==> config.mk <==
export PLATFORM = sky130hd
export DESIGN_NAME = h264_annexb_nal_splitter_top
export DESIGN_NICKNAME = d
export VERILOG_FILES = /design/src/hdl/nsp_pkg.sv /design/src/hdl/nsp_front.sv /design/src/hdl/nsp_queue.sv /design/src/hdl/nsp_back.sv /design/src/hdl/h264_annexb_nal_splitter_top.sv
export SDC_FILE = /design/constraint.sdc
export NUM_CORES = 1
export LEC_CHECK = 0
export BUFFER_PORTS_ARGS = -buffer_cell sky130_fd_sc_hd__buf_4
export CELL_PAD_IN_SITES_DETAIL_PLACEMENT = 1
export CELL_PAD_IN_SITES_GLOBAL_PLACEMENT = 2
export CORE_MARGIN = 2
export CORE_UTILIZATION = 50
export DETAILED_ROUTE_END_ITERATION = 8
export PLACE_DENSITY = 0.95
export SLEW_MARGIN = 10
export SYNTH_ARGS = -nofsm -noshare
export SYNTH_HDL_FRONTEND = slang
export SYNTH_SLANG_ARGS = --single-unit
export TNS_END_PERCENT = 20
==> constraint.sdc <==
create_clock -name i_clk -period 9.65 [get_ports i_clk]
set_input_delay 1.4475 -clock i_clk [delete_from_list [all_inputs] [get_ports i_clk]]
set_output_delay 1.4475 -clock i_clk [all_outputs]
set_load 0.005 [all_outputs]
==> src/hdl/nsp_pkg.sv <==
package nsp_pkg;

    localparam int NSP_QDEPTH = 4;
    localparam int NSP_QPTR_W = $clog2(NSP_QDEPTH);
    localparam int NSP_QCNT_W = $clog2(NSP_QDEPTH + 1);

    localparam logic [7:0] NSP_BYTE_ZERO = 8'h00;
    localparam logic [7:0] NSP_BYTE_ONE  = 8'h01;
    localparam logic [4:0] NSP_TYPE_MASK = 5'h1f;
    localparam logic [4:0] NSP_TYPE_IDR  = 5'd5;

    // Zero run saturates at three pending zeros.
    localparam logic [1:0] NSP_ZRUN_MAX = 2'd3;

    typedef struct packed {
        logic [7:0]         data_byte;
        logic               packet_end;
        logic signed [63:0] pts;
        logic signed [63:0] dts;
    } t_in;

    typedef struct packed {
        logic [7:0]         nal_byte;
        logic               first_of_nal;
        logic               last_of_nal;
        logic [4:0]         nal_type;
        logic               is_keyframe;
        logic signed [63:0] out_pts;
        logic signed [63:0] out_dts;
    } t_out;

    // One word of work for the back end: push nzero zero bytes, then the
    // data byte if push_b, then close the current NAL if close.
    typedef struct packed {
        logic [2:0]         nzero;
        logic               push_b;
        logic [7:0]         data_byte;
        logic               close;
        logic signed [63:0] pts;
        logic signed [63:0] dts;
    } t_op;

endpackage

==> src/hdl/nsp_front.sv <==
module nsp_front (
    input  logic           i_clk,
    input  logic           i_rst_n,
    input  logic           i_valid,
    output logic           o_ready,
    input  nsp_pkg::t_in   i_data,
    output logic           o_push,
    output nsp_pkg::t_op   o_op,
    input  logic           i_full
);
    import nsp_pkg::*;

    logic [1:0] r_zero_run;
    logic [1:0] n_zero_run;
    logic [2:0] nzero;
    logic       push_b;
    logic       close;
    logic       accept;

    assign o_ready = !i_full;
    assign accept  = i_valid && !i_full;

    always_comb begin
        n_zero_run = r_zero_run;
        nzero      = 3'd0;
        push_b     = 1'b0;
        close      = 1'b0;
        if (i_data.data_byte == NSP_BYTE_ZERO) begin
            if (r_zero_run < NSP_ZRUN_MAX) begin
                n_zero_run = r_zero_run + 2'd1;
            end else begin
                // push the oldest pending zero out as payload
                nzero = 3'd1;
            end
        end else if (i_data.data_byte == NSP_BYTE_ONE && r_zero_run >= 2'd2) begin
            close      = 1'b1;
            n_zero_run = 2'd0;
        end else begin
            nzero      = {1'b0, r_zero_run};
            push_b     = 1'b1;
            n_zero_run = 2'd0;
        end
        if (i_data.packet_end) begin
            // flush pending zeros, then close
            nzero      = nzero + {1'b0, n_zero_run};
            n_zero_run = 2'd0;
            close      = 1'b1;
        end
    end

    assign o_push         = accept && (nzero != 3'd0 || push_b || close);
    assign o_op.nzero     = nzero;
    assign o_op.push_b    = push_b;
    assign o_op.data_byte = i_data.data_byte;
    assign o_op.close     = close;
    assign o_op.pts       = i_data.pts;
    assign o_op.dts       = i_data.dts;

    always_ff @(posedge i_clk) begin
        if (!i_rst_n) begin
            r_zero_run <= 2'd0;
        end else if (accept) begin
            r_zero_run <= n_zero_run;
        end
    end

endmodule

==> src/hdl/nsp_queue.sv <==
module nsp_queue (
    input  logic           i_clk,
    input  logic           i_rst_n,
    input  logic           i_push,
    input  nsp_pkg::t_op   i_op,
    output logic           o_full,
    input  logic           i_pop,
    output nsp_pkg::t_op   o_op,
    output logic           o_empty
);
    import nsp_pkg::*;

    t_op                   r_mem [NSP_QDEPTH];
    logic [NSP_QPTR_W-1:0] r_wptr;
    logic [NSP_QPTR_W-1:0] r_rptr;
    logic [NSP_QCNT_W-1:0] r_count;
    logic                  do_push;
    logic                  do_pop;

    assign o_full  = (r_count == NSP_QCNT_W'(NSP_QDEPTH));
    assign o_empty = (r_count == '0);
    assign do_push = i_push && !o_full;
    assign do_pop  = i_pop && !o_empty;
    assign o_op    = r_mem[r_rptr];

    always_ff @(posedge i_clk) begin
        if (do_push) begin
            r_mem[r_wptr] <= i_op;
        end
    end

    always_ff @(posedge i_clk) begin
        if (!i_rst_n) begin
            r_wptr  <= '0;
            r_rptr  <= '0;
            r_count <= '0;
        end else begin
            if (do_push) begin
                r_wptr <= r_wptr + NSP_QPTR_W'(1);
            end
            if (do_pop) begin
                r_rptr <= r_rptr + NSP_QPTR_W'(1);
            end
            if (do_push && !do_pop) begin
                r_count <= r_count + NSP_QCNT_W'(1);
            end else if (do_pop && !do_push) begin
                r_count <= r_count - NSP_QCNT_W'(1);
            end
        end
    end

endmodule

==> src/hdl/nsp_back.sv <==
module nsp_back (
    input  logic           i_clk,
    input  logic           i_rst_n,
    input  nsp_pkg::t_op   i_op,
    input  logic           i_empty,
    output logic           o_pop,
    output logic           o_valid,
    input  logic           i_ready,
    output nsp_pkg::t_out  o_data
);
    import nsp_pkg::*;

    localparam logic [1:0] K_ZERO  = 2'd0;
    localparam logic [1:0] K_BYTE  = 2'd1;
    localparam logic [1:0] K_CLOSE = 2'd2;

    logic [7:0] r_held_byte;
    logic       r_held_valid;
    logic       r_nal_open;
    logic [4:0] r_cur_type;
    logic [2:0] r_zcnt;
    logic       r_bdone;
    logic       r_ovalid;
    t_out       r_out;

    logic [1:0] kind;
    logic [7:0] push_val;
    logic       last_step;
    logic       out_free;
    logic       go;
    t_out       res;

    always_comb begin
        if (r_zcnt < i_op.nzero) begin
            kind = K_ZERO;
        end else if (i_op.push_b && !r_bdone) begin
            kind = K_BYTE;
        end else begin
            kind = K_CLOSE;
        end
    end

    always_comb begin
        case (kind)
            K_ZERO:  last_step = (r_zcnt + 3'd1 == i_op.nzero) && !i_op.push_b
                                 && !i_op.close;
            K_BYTE:  last_step = !i_op.close;
            K_CLOSE: last_step = 1'b1;
            default: last_step = 1'b1;
        endcase
    end

    assign push_val = (kind == K_BYTE) ? i_op.data_byte : NSP_BYTE_ZERO;
    assign out_free = !r_ovalid || i_ready;
    // hold the step while a held byte would have to go out and the output is full
    assign go       = !i_empty && (!r_held_valid || out_free);
    assign o_pop    = go && last_step;

    assign res.nal_byte     = r_held_byte;
    assign res.first_of_nal = !r_nal_open;
    assign res.last_of_nal  = (kind == K_CLOSE);
    assign res.nal_type     = r_cur_type & NSP_TYPE_MASK;
    assign res.is_keyframe  = (r_cur_type == NSP_TYPE_IDR);
    assign res.out_pts      = i_op.pts;
    assign res.out_dts      = i_op.dts;

    assign o_valid = r_ovalid;
    assign o_data  = r_out;

    always_ff @(posedge i_clk) begin
        if (go && r_held_valid) begin
            r_out <= res;
        end
        if (go && kind != K_CLOSE) begin
            r_held_byte <= push_val;
        end
    end

    always_ff @(posedge i_clk) begin
        if (!i_rst_n) begin
            r_held_valid <= 1'b0;
            r_nal_open   <= 1'b0;
            r_cur_type   <= 5'd0;
            r_zcnt       <= 3'd0;
            r_bdone      <= 1'b0;
            r_ovalid     <= 1'b0;
        end else begin
            if (go && r_held_valid) begin
                r_ovalid <= 1'b1;
            end else if (i_ready) begin
                r_ovalid <= 1'b0;
            end
            if (go) begin
                if (kind == K_CLOSE) begin
                    r_held_valid <= 1'b0;
                    r_nal_open   <= 1'b0;
                end else begin
                    if (r_held_valid) begin
                        r_nal_open <= 1'b1;
                    end else if (!r_nal_open) begin
                        r_cur_type <= push_val[4:0] & NSP_TYPE_MASK;
                    end
                    r_held_valid <= 1'b1;
                end
                if (last_step) begin
                    r_zcnt  <= 3'd0;
                    r_bdone <= 1'b0;
                end else if (kind == K_ZERO) begin
                    r_zcnt <= r_zcnt + 3'd1;
                end else if (kind == K_BYTE) begin
                    r_bdone <= 1'b1;
                end
            end
        end
    end

endmodule

==> src/hdl/h264_annexb_nal_splitter_top.sv <==
// A payload byte passes through the queue, the held-byte and the output registers.
// Throughput: one input byte per cycle while the queue is not full; the back end runs
// one push or close per cycle while the output is not stalled, so a byte that flushes
// k pending zeros takes k+1 steps there, plus a close step at packet end. A four-word
// queue between front and back absorbs those bursts. Reset: synchronous, active low;
// clears the zero run, queue, held byte, NAL state and output valid.
module h264_annexb_nal_splitter_top (
    input  logic           i_clk,
    input  logic           i_rst_n,
    input  logic           i_valid,
    output logic           o_ready,
    input  nsp_pkg::t_in   i_data,
    output logic           o_valid,
    input  logic           i_ready,
    output nsp_pkg::t_out  o_data
);
    import nsp_pkg::*;

    logic push;
    t_op  op_in;
    logic full;
    logic pop;
    t_op  op_out;
    logic empty;

    nsp_front u_front (
        .i_clk   (i_clk),
        .i_rst_n (i_rst_n),
        .i_valid (i_valid),
        .o_ready (o_ready),
        .i_data  (i_data),
        .o_push  (push),
        .o_op    (op_in),
        .i_full  (full)
    );

    nsp_queue u_queue (
        .i_clk   (i_clk),
        .i_rst_n (i_rst_n),
        .i_push  (push),
        .i_op    (op_in),
        .o_full  (full),
        .i_pop   (pop),
        .o_op    (op_out),
        .o_empty (empty)
    );

    nsp_back u_back (
        .i_clk   (i_clk),
        .i_rst_n (i_rst_n),
        .i_op    (op_out),
        .i_empty (empty),
        .o_pop   (pop),
        .o_valid (o_valid),
        .i_ready (i_ready),
        .o_data  (o_data)
    );

endmodule
* Word-level counts from Yosys, hierarchy flattened
Memory sizes are Yosys's and may differ from the RTL's. A register that Yosys moved wholly into a read port is not among the register bits.
Cells that the tools add are included.
** Operators by class
- Add/sub/neg operators :: 7
- $lt $le $gt $ge :: 3
- Multiplexer cells :: 32
- Reductions and logical operators :: 41
- Equality and inequality tests :: 8
- Bitwise logic cells :: 3
** Operators by type and width (count)
- 3-bit two-way mux :: 6
- 1-bit two-way mux :: 16
- 2-bit two-way mux :: 8
- 1-bit logical AND :: 14
- 1-bit logical NOT :: 10
- 2-bit nonzero test :: 5
- 8-bit by 1-bit equality test with 1-bit output (second input constant) :: 1
- 8-bit logical NOT :: 1
- 2-bit by 1-bit adder with 2-bit output (second input constant) :: 3
- 3-bit by 1-bit adder with 3-bit output (second input constant) :: 2
- 5-bit by 3-bit equality test with 1-bit output (second input constant) :: 1
- 5-bit two-way mux :: 1
- 1-bit logical OR :: 4
- 2-bit AND reduction :: 2
- 4-bit AND reduction :: 1
- 3-bit by 2-bit adder with 3-bit output :: 1
- 3-bit equality test :: 1
- 3-bit equality test (second input constant) :: 1
- 3-bit logical NOT :: 1
- 3-bit < comparator :: 1
- 1-bit inverter :: 3
- 3-bit AND reduction :: 1
- 3-bit nonzero test :: 1
- 3-bit by 1-bit subtractor with 3-bit output (second input constant) :: 1
- other kinds (8) :: 8
** Storage, ports and cells
- Memories kept :: 1
- Input bits :: 141
- Bits in registers :: 173
- Memory bits (writable) :: 564
- Word-level logic and storage cells :: 114
** Memories
- u_queue.r_mem :: depth 4, bits a word 141, read ports 1, clocked after Yosys merged registers in 1, write ports 1, RTL line nsp_queue.sv:13 : t_op r_mem [NSP_QDEPTH];

* Logic depth before layout (Yosys ltp)
- Depth in word-level cells :: 15
- Gate-level depth with buffers :: 15
- Depth with buffers taken out :: 13

* Hierarchy
Synthesis repeated with hierarchy kept, for this count alone.
** Unflattened totals
- Cell total of the unflattened synthesis :: 1204
- Area, all modules :: 27467.6 µm²
** Modules (own cells, without submodules)
- nsp_queue :: cells an instance 785, seq. area each 17116.4 µm², area each 20799.9 µm², instances 1
- nsp_back :: cells an instance 242, seq. area each 4804.6 µm², area each 5348.9 µm², instances 1
- nsp_front :: cells an instance 177, seq. area each 40.0 µm², area each 1318.8 µm², instances 1

* Least setup slack after synthesis
No wires, ideal clock.
- Kind :: input to register
- Start point :: input i_data[132] (netlist name)
- End point :: memory u_queue.r_mem[0][0] (netlist name) (enable)
- Path buffers :: 0
- Data required time :: 9133 ps
- Slack :: 3868 ps
- Stages :: 4
- Arrival time :: 5265 ps
- Path through :: or4_1 > nor3_1 > a21oi_1 > and2_1
** Between the ends
- Word-level cells in the longest chain between the ends :: 13
** Ends and longest elaborated chain
- start: declaration :: RTL line h264_annexb_nal_splitter_top.sv:12 : input nsp_pkg::t_in i_data,
- 8-bit by 1-bit equality test with 1-bit output :: RTL line nsp_front.sv:35 : end else if (i_data.data_byte == NSP_BYTE_ONE && r_zero_run >= 2'd2) begin
- 1-bit logical AND :: RTL line nsp_front.sv:35
- 2-bit two-way mux :: RTL line nsp_front.sv:35
- 3-bit two-way mux :: RTL line nsp_front.sv:28 : if (i_data.data_byte == NSP_BYTE_ZERO) begin
- 3-bit by 2-bit adder with 3-bit output :: RTL line nsp_front.sv:45 : nzero = nzero + {1'b0, n_zero_run};
- 3-bit two-way mux :: RTL line nsp_front.sv:43 : if (i_data.packet_end) begin
- 3-bit nonzero test :: RTL line nsp_front.sv:51 : assign o_push = accept && (nzero != 3'd0 || push_b || close);
- 1-bit logical OR :: RTL line nsp_front.sv:51
- 1-bit logical OR * :: RTL line nsp_front.sv:51
- 1-bit logical AND * :: RTL line nsp_front.sv:51
- 1-bit logical AND * :: RTL line nsp_queue.sv:22 : assign do_push = i_push && !o_full;
- net u_queue.do_push :: RTL line nsp_queue.sv:17 : logic do_push;
- 1-bit two-way mux * :: RTL line nsp_queue.sv:27 : if (do_push) begin
- 1-bit two-way mux (implied by the code) * :: RTL line nsp_queue.sv:28 : r_mem[r_wptr] <= i_op;
- end: declaration :: RTL line nsp_queue.sv:13
The timed path passes the listed nets; every way through them passes the cells marked *.

==> results.yml <==
sta:
  fmax_ghz: 0.211
  rsz0062_at_grt: "no"
  slew_headroom: 0.225
  setup_viol: 0
  fin_crit_ns: 4.75
  tightestPinTransition_ns: 1.16
  finClkSkew_ns: 0.0215
  finalHoldViolCount: 0
  post-route-period-util: 0.492
  holdWs_ns: 0.424
  fin_setup_tns_ns: 0
  drv_slew: 0
setup_path:
  required_ns: 10.15
  arrival_ns: 5.25
  crit_fanout: 109
  cp-end-kind: "flop"
  worst_setup_path_start_kind: "flop"
  crit_path_max_incr_delay_ns: 0.79
  path_cells: "buf_12, mux4_1, inv_1, ha_1, nor2b_1, o21ai_0, a22o_1, a21o_1, ha_1, inv_1, fa_1, xor2_1, or3_1, a21oi_1"
  path_class: "reg2reg"
  slowest_stage: "dfxtp_4"
finish:
  drive_gt1_frac: 0.380
  nFillCells: 4312
  nets: 1558
  area_delta_synth_final_pct: 20.2
logic_synthesis:
  synth_compound_area_frac: 0.0102
  seq_area_frac_synth: 0.835
  syn-num-nets: 1220
  muxShareOfSynthArea: 0.123
  syn-cell-area_sq_um: 26300
  synth_top_family_by_area: "multiplexers"
  syn-instance-count: 1067
  synthAdderAreaFrac: 0.00628
  avgSynthCellArea_sq_um: 24.7
  synth_edf_count: 716
  ys_seq_elements: 739
  synthXorXnorAreaFrac: 0.00233
  synthArstFlopShare: 0
  ys_warn_count: 0
  netlist-cell-type-count: 45
  synth_ff_type: "edfxtp_1"
  synthSimpleGateAreaFrac: 0.0153
drt:
  vias: 12066
  ant_nets: 0
  drc: 0
  vias_per_cell: 5.61
  wl_um: 58300
  initialDrtViolationCount: 838
  wl_per_cell_um: 27.1
  first_pass_iters: 5
global_route:
  grt_first_pass_wirelength_um: 85700
  grt_use_total: 0.218
  overflow: 0
  grt_pass1_vias: 13455
  antenna_found_initial: 5
  grt_max_degree: 110
placed_design:
  dp_hpwl_um: 36000
  gp_congestion: 0.796
  portBuffers: 286
clocking:
  cts_setup_buffers: 0
  clkSinkCount: 739
  clkTransAtPathRegs_ns: 0.06
  cts_made_buffers: 74
  cts_root_buf: "clkbuf_16"
  clk_latency_ns: 0.60
  h-tree-depth: 3
  cts_hold_buf: 0
  post_cts_resized: 0
  cts_tree: "yes"
  clock_path_buffers: 3
run:
  max-cap-violations: 0
pwr:
  power_density_nw_per_um2: 276
  peakVddDrop_v: 0.000180
  finalPower_mw: 8.75
  static-leakage-power_nw: 10.6
min_path:
  hold_class: "reg2reg"
floorplan:
  ios: 287
  fp-row-count: 84
  start_util: 0.503
  coreArea_sq_um: 52300
  die_y_um: 233
  dieArea_sq_um: 54500
  die_w_um: 233
run_status:
  status: "finished clean"
-- Yosys cell counts, types with 2 or more instances --
cell type,instances,share of area
mux4_1,2,0.0020
mux2_2,2,0.00086
or3_1,8,0.0019
a21oi_1,12,0.0023
nor3_1,5,0.00095
dfxtp_1,23,0.018
nor2_1,16,0.0023
edfxtp_1,716,0.82
inv_1,15,0.0021
nand2_1,4,0.00057
clkbuf_1,18,0.0026
o211ai_1,3,0.00086
ha_1,10,0.0048
buf_6,2,0.00086
and3_1,4,0.00095
o211a_1,5,0.0019
fa_1,2,0.0015
xnor2_1,3,0.0010
xor2_1,4,0.0013
o21ai_0,11,0.0021
nand3_1,9,0.0017
and2_1,6,0.0014
buf_2,15,0.0029
nand4_1,5,0.0012
or4_1,2,0.00057
a21o_1,3,0.00086
a31oi_1,2,0.00048
o21a_1,2,0.00057
nor2b_1,3,0.00071
mux4_2,139,0.12
mux2i_1,2,0.00076
-- worst max-delay path: cells and delay by family (launching register included) --
kind | cells | cell delay, ns
compound gates | 4 | 0.86
buf+inv | 3 | 0.76
xor+xnor | 1 | 0.16
flops | 1 | 0.79
mux | 1 | 0.71
simple gates | 2 | 0.45
fa+ha+maj | 3 | 0.78
-- placed cells by master, fill, tap and decap left out, types with 3 or more instances in the layout --
| cell type | count |
|---|---|
| a21o_1 | 3 |
| clkbuf_8 | 6 |
| nand2_1 | 4 |
| bufinv_16 | 5 |
| mux4_2 | 139 |
| o211a_1 | 5 |
| nand3_1 | 9 |
| dfxtp_1 | 21 |
| edfxtp_1 | 716 |
| o211ai_1 | 3 |
| a21oi_1 | 12 |
| inv_1 | 15 |
| nor3_1 | 5 |
| clkinv_1 | 11 |
| clkinv_2 | 10 |
| ha_1 | 10 |
| buf_4 | 297 |
| and2_4 | 4 |
| or3_1 | 8 |
| xor2_1 | 4 |
| clkbuf_16 | 77 |
| nand4_1 | 5 |
| xnor2_1 | 3 |
| nor2b_1 | 3 |
| o21ai_0 | 11 |
| nor2_1 | 16 |
| and3_1 | 3 |
| clkbuf_1 | 15 |
-- cells by family (layout without fill, tap and decap cells) --
family / Yosys count / after routing
XOR/XNOR: 7 / 7
AND/OR/NAND/NOR: 71 / 71
multiplexers: 145 / 145
buffers and inverters: 51 / 443
other: 0 / 2
AO/OA/AOI/OAI: 42 / 42
flip-flops: 739 / 739
adder cells (fa/ha/maj): 12 / 12
-- cell type report --
cell class              count  area [sq um]  area share
clock buffers              98          2070      0.0653
repair buffers            298          2250      0.0711
diodes                      2          5.00    0.000158
flip-flops and latches    739         22000       0.694
multi-input cells         277          4140       0.131
clock inverters            32           292     0.00922
well taps                 688           861      0.0272
inverters                  15          56.3     0.00178
-- sequential cells by signal, summed over array words and instances (netlist names), 2 cells and up, named ones only --
name / flops
u_queue.r_count: 3
u_queue.r_mem: 564
u_back.o_data: 144
u_front.r_zero_run: 2
u_queue.r_wptr: 2
u_back.r_cur_type: 5
u_back.r_zcnt: 3
u_queue.r_rptr: 2
u_back.r_held_byte: 8
-- final timing paths --
| path | from | to | slack [ns] | cells past startpoint |
|---|---|---|---|---|
| setup / recovery | flop | u_queue.r_count[2]$_SDFFE_PN0P_ | 4.90 | 14 |
| hold / removal | u_back.r_held_byte[7]$_SDFFCE_PN0P_ | u_back.o_data[143]$_DFFE_PP_ | 0.42 | 0 |
| setup reg to reg | flop | u_queue.r_count[2]$_SDFFE_PN0P_ | 4.90 | 14 |
| hold reg to reg | u_back.r_held_byte[7]$_SDFFCE_PN0P_ | u_back.o_data[143]$_DFFE_PP_ | 0.42 | 0 |
-- stage by stage --
stage	worst slack [ns]	cell area, sq um	utilization	instances
6_report	4.90	31600	0.604	2149
5_1_grt	4.49	31600	0.604	2149
4_1_cts	4.67	31600	0.604	2147
3_5_place_dp	4.56	29300	0.559	2017
3_3_place_gp	4.70	29300	0.559	2017
2_1_floorplan	3.87	26300	-	1067
-- routing by layer --
layer / vias up / share of wire / GRT usage
met5: - / 0.00077 / 0
met4: 6 / 0.038 / 0.0971
met3: 131 / 0.067 / 0.0549
met2: 450 / 0.53 / 0.374
met1: 6301 / 0.37 / 0.263
li1: 5178 / - / -
-- where the power goes --
group | switching [mW] | internal, mW
registers | 0.260 | 4.22
logic | 0.775 | 0.700
clock network | 1.16 | 1.64
Power figures use the tool's default switching activity.
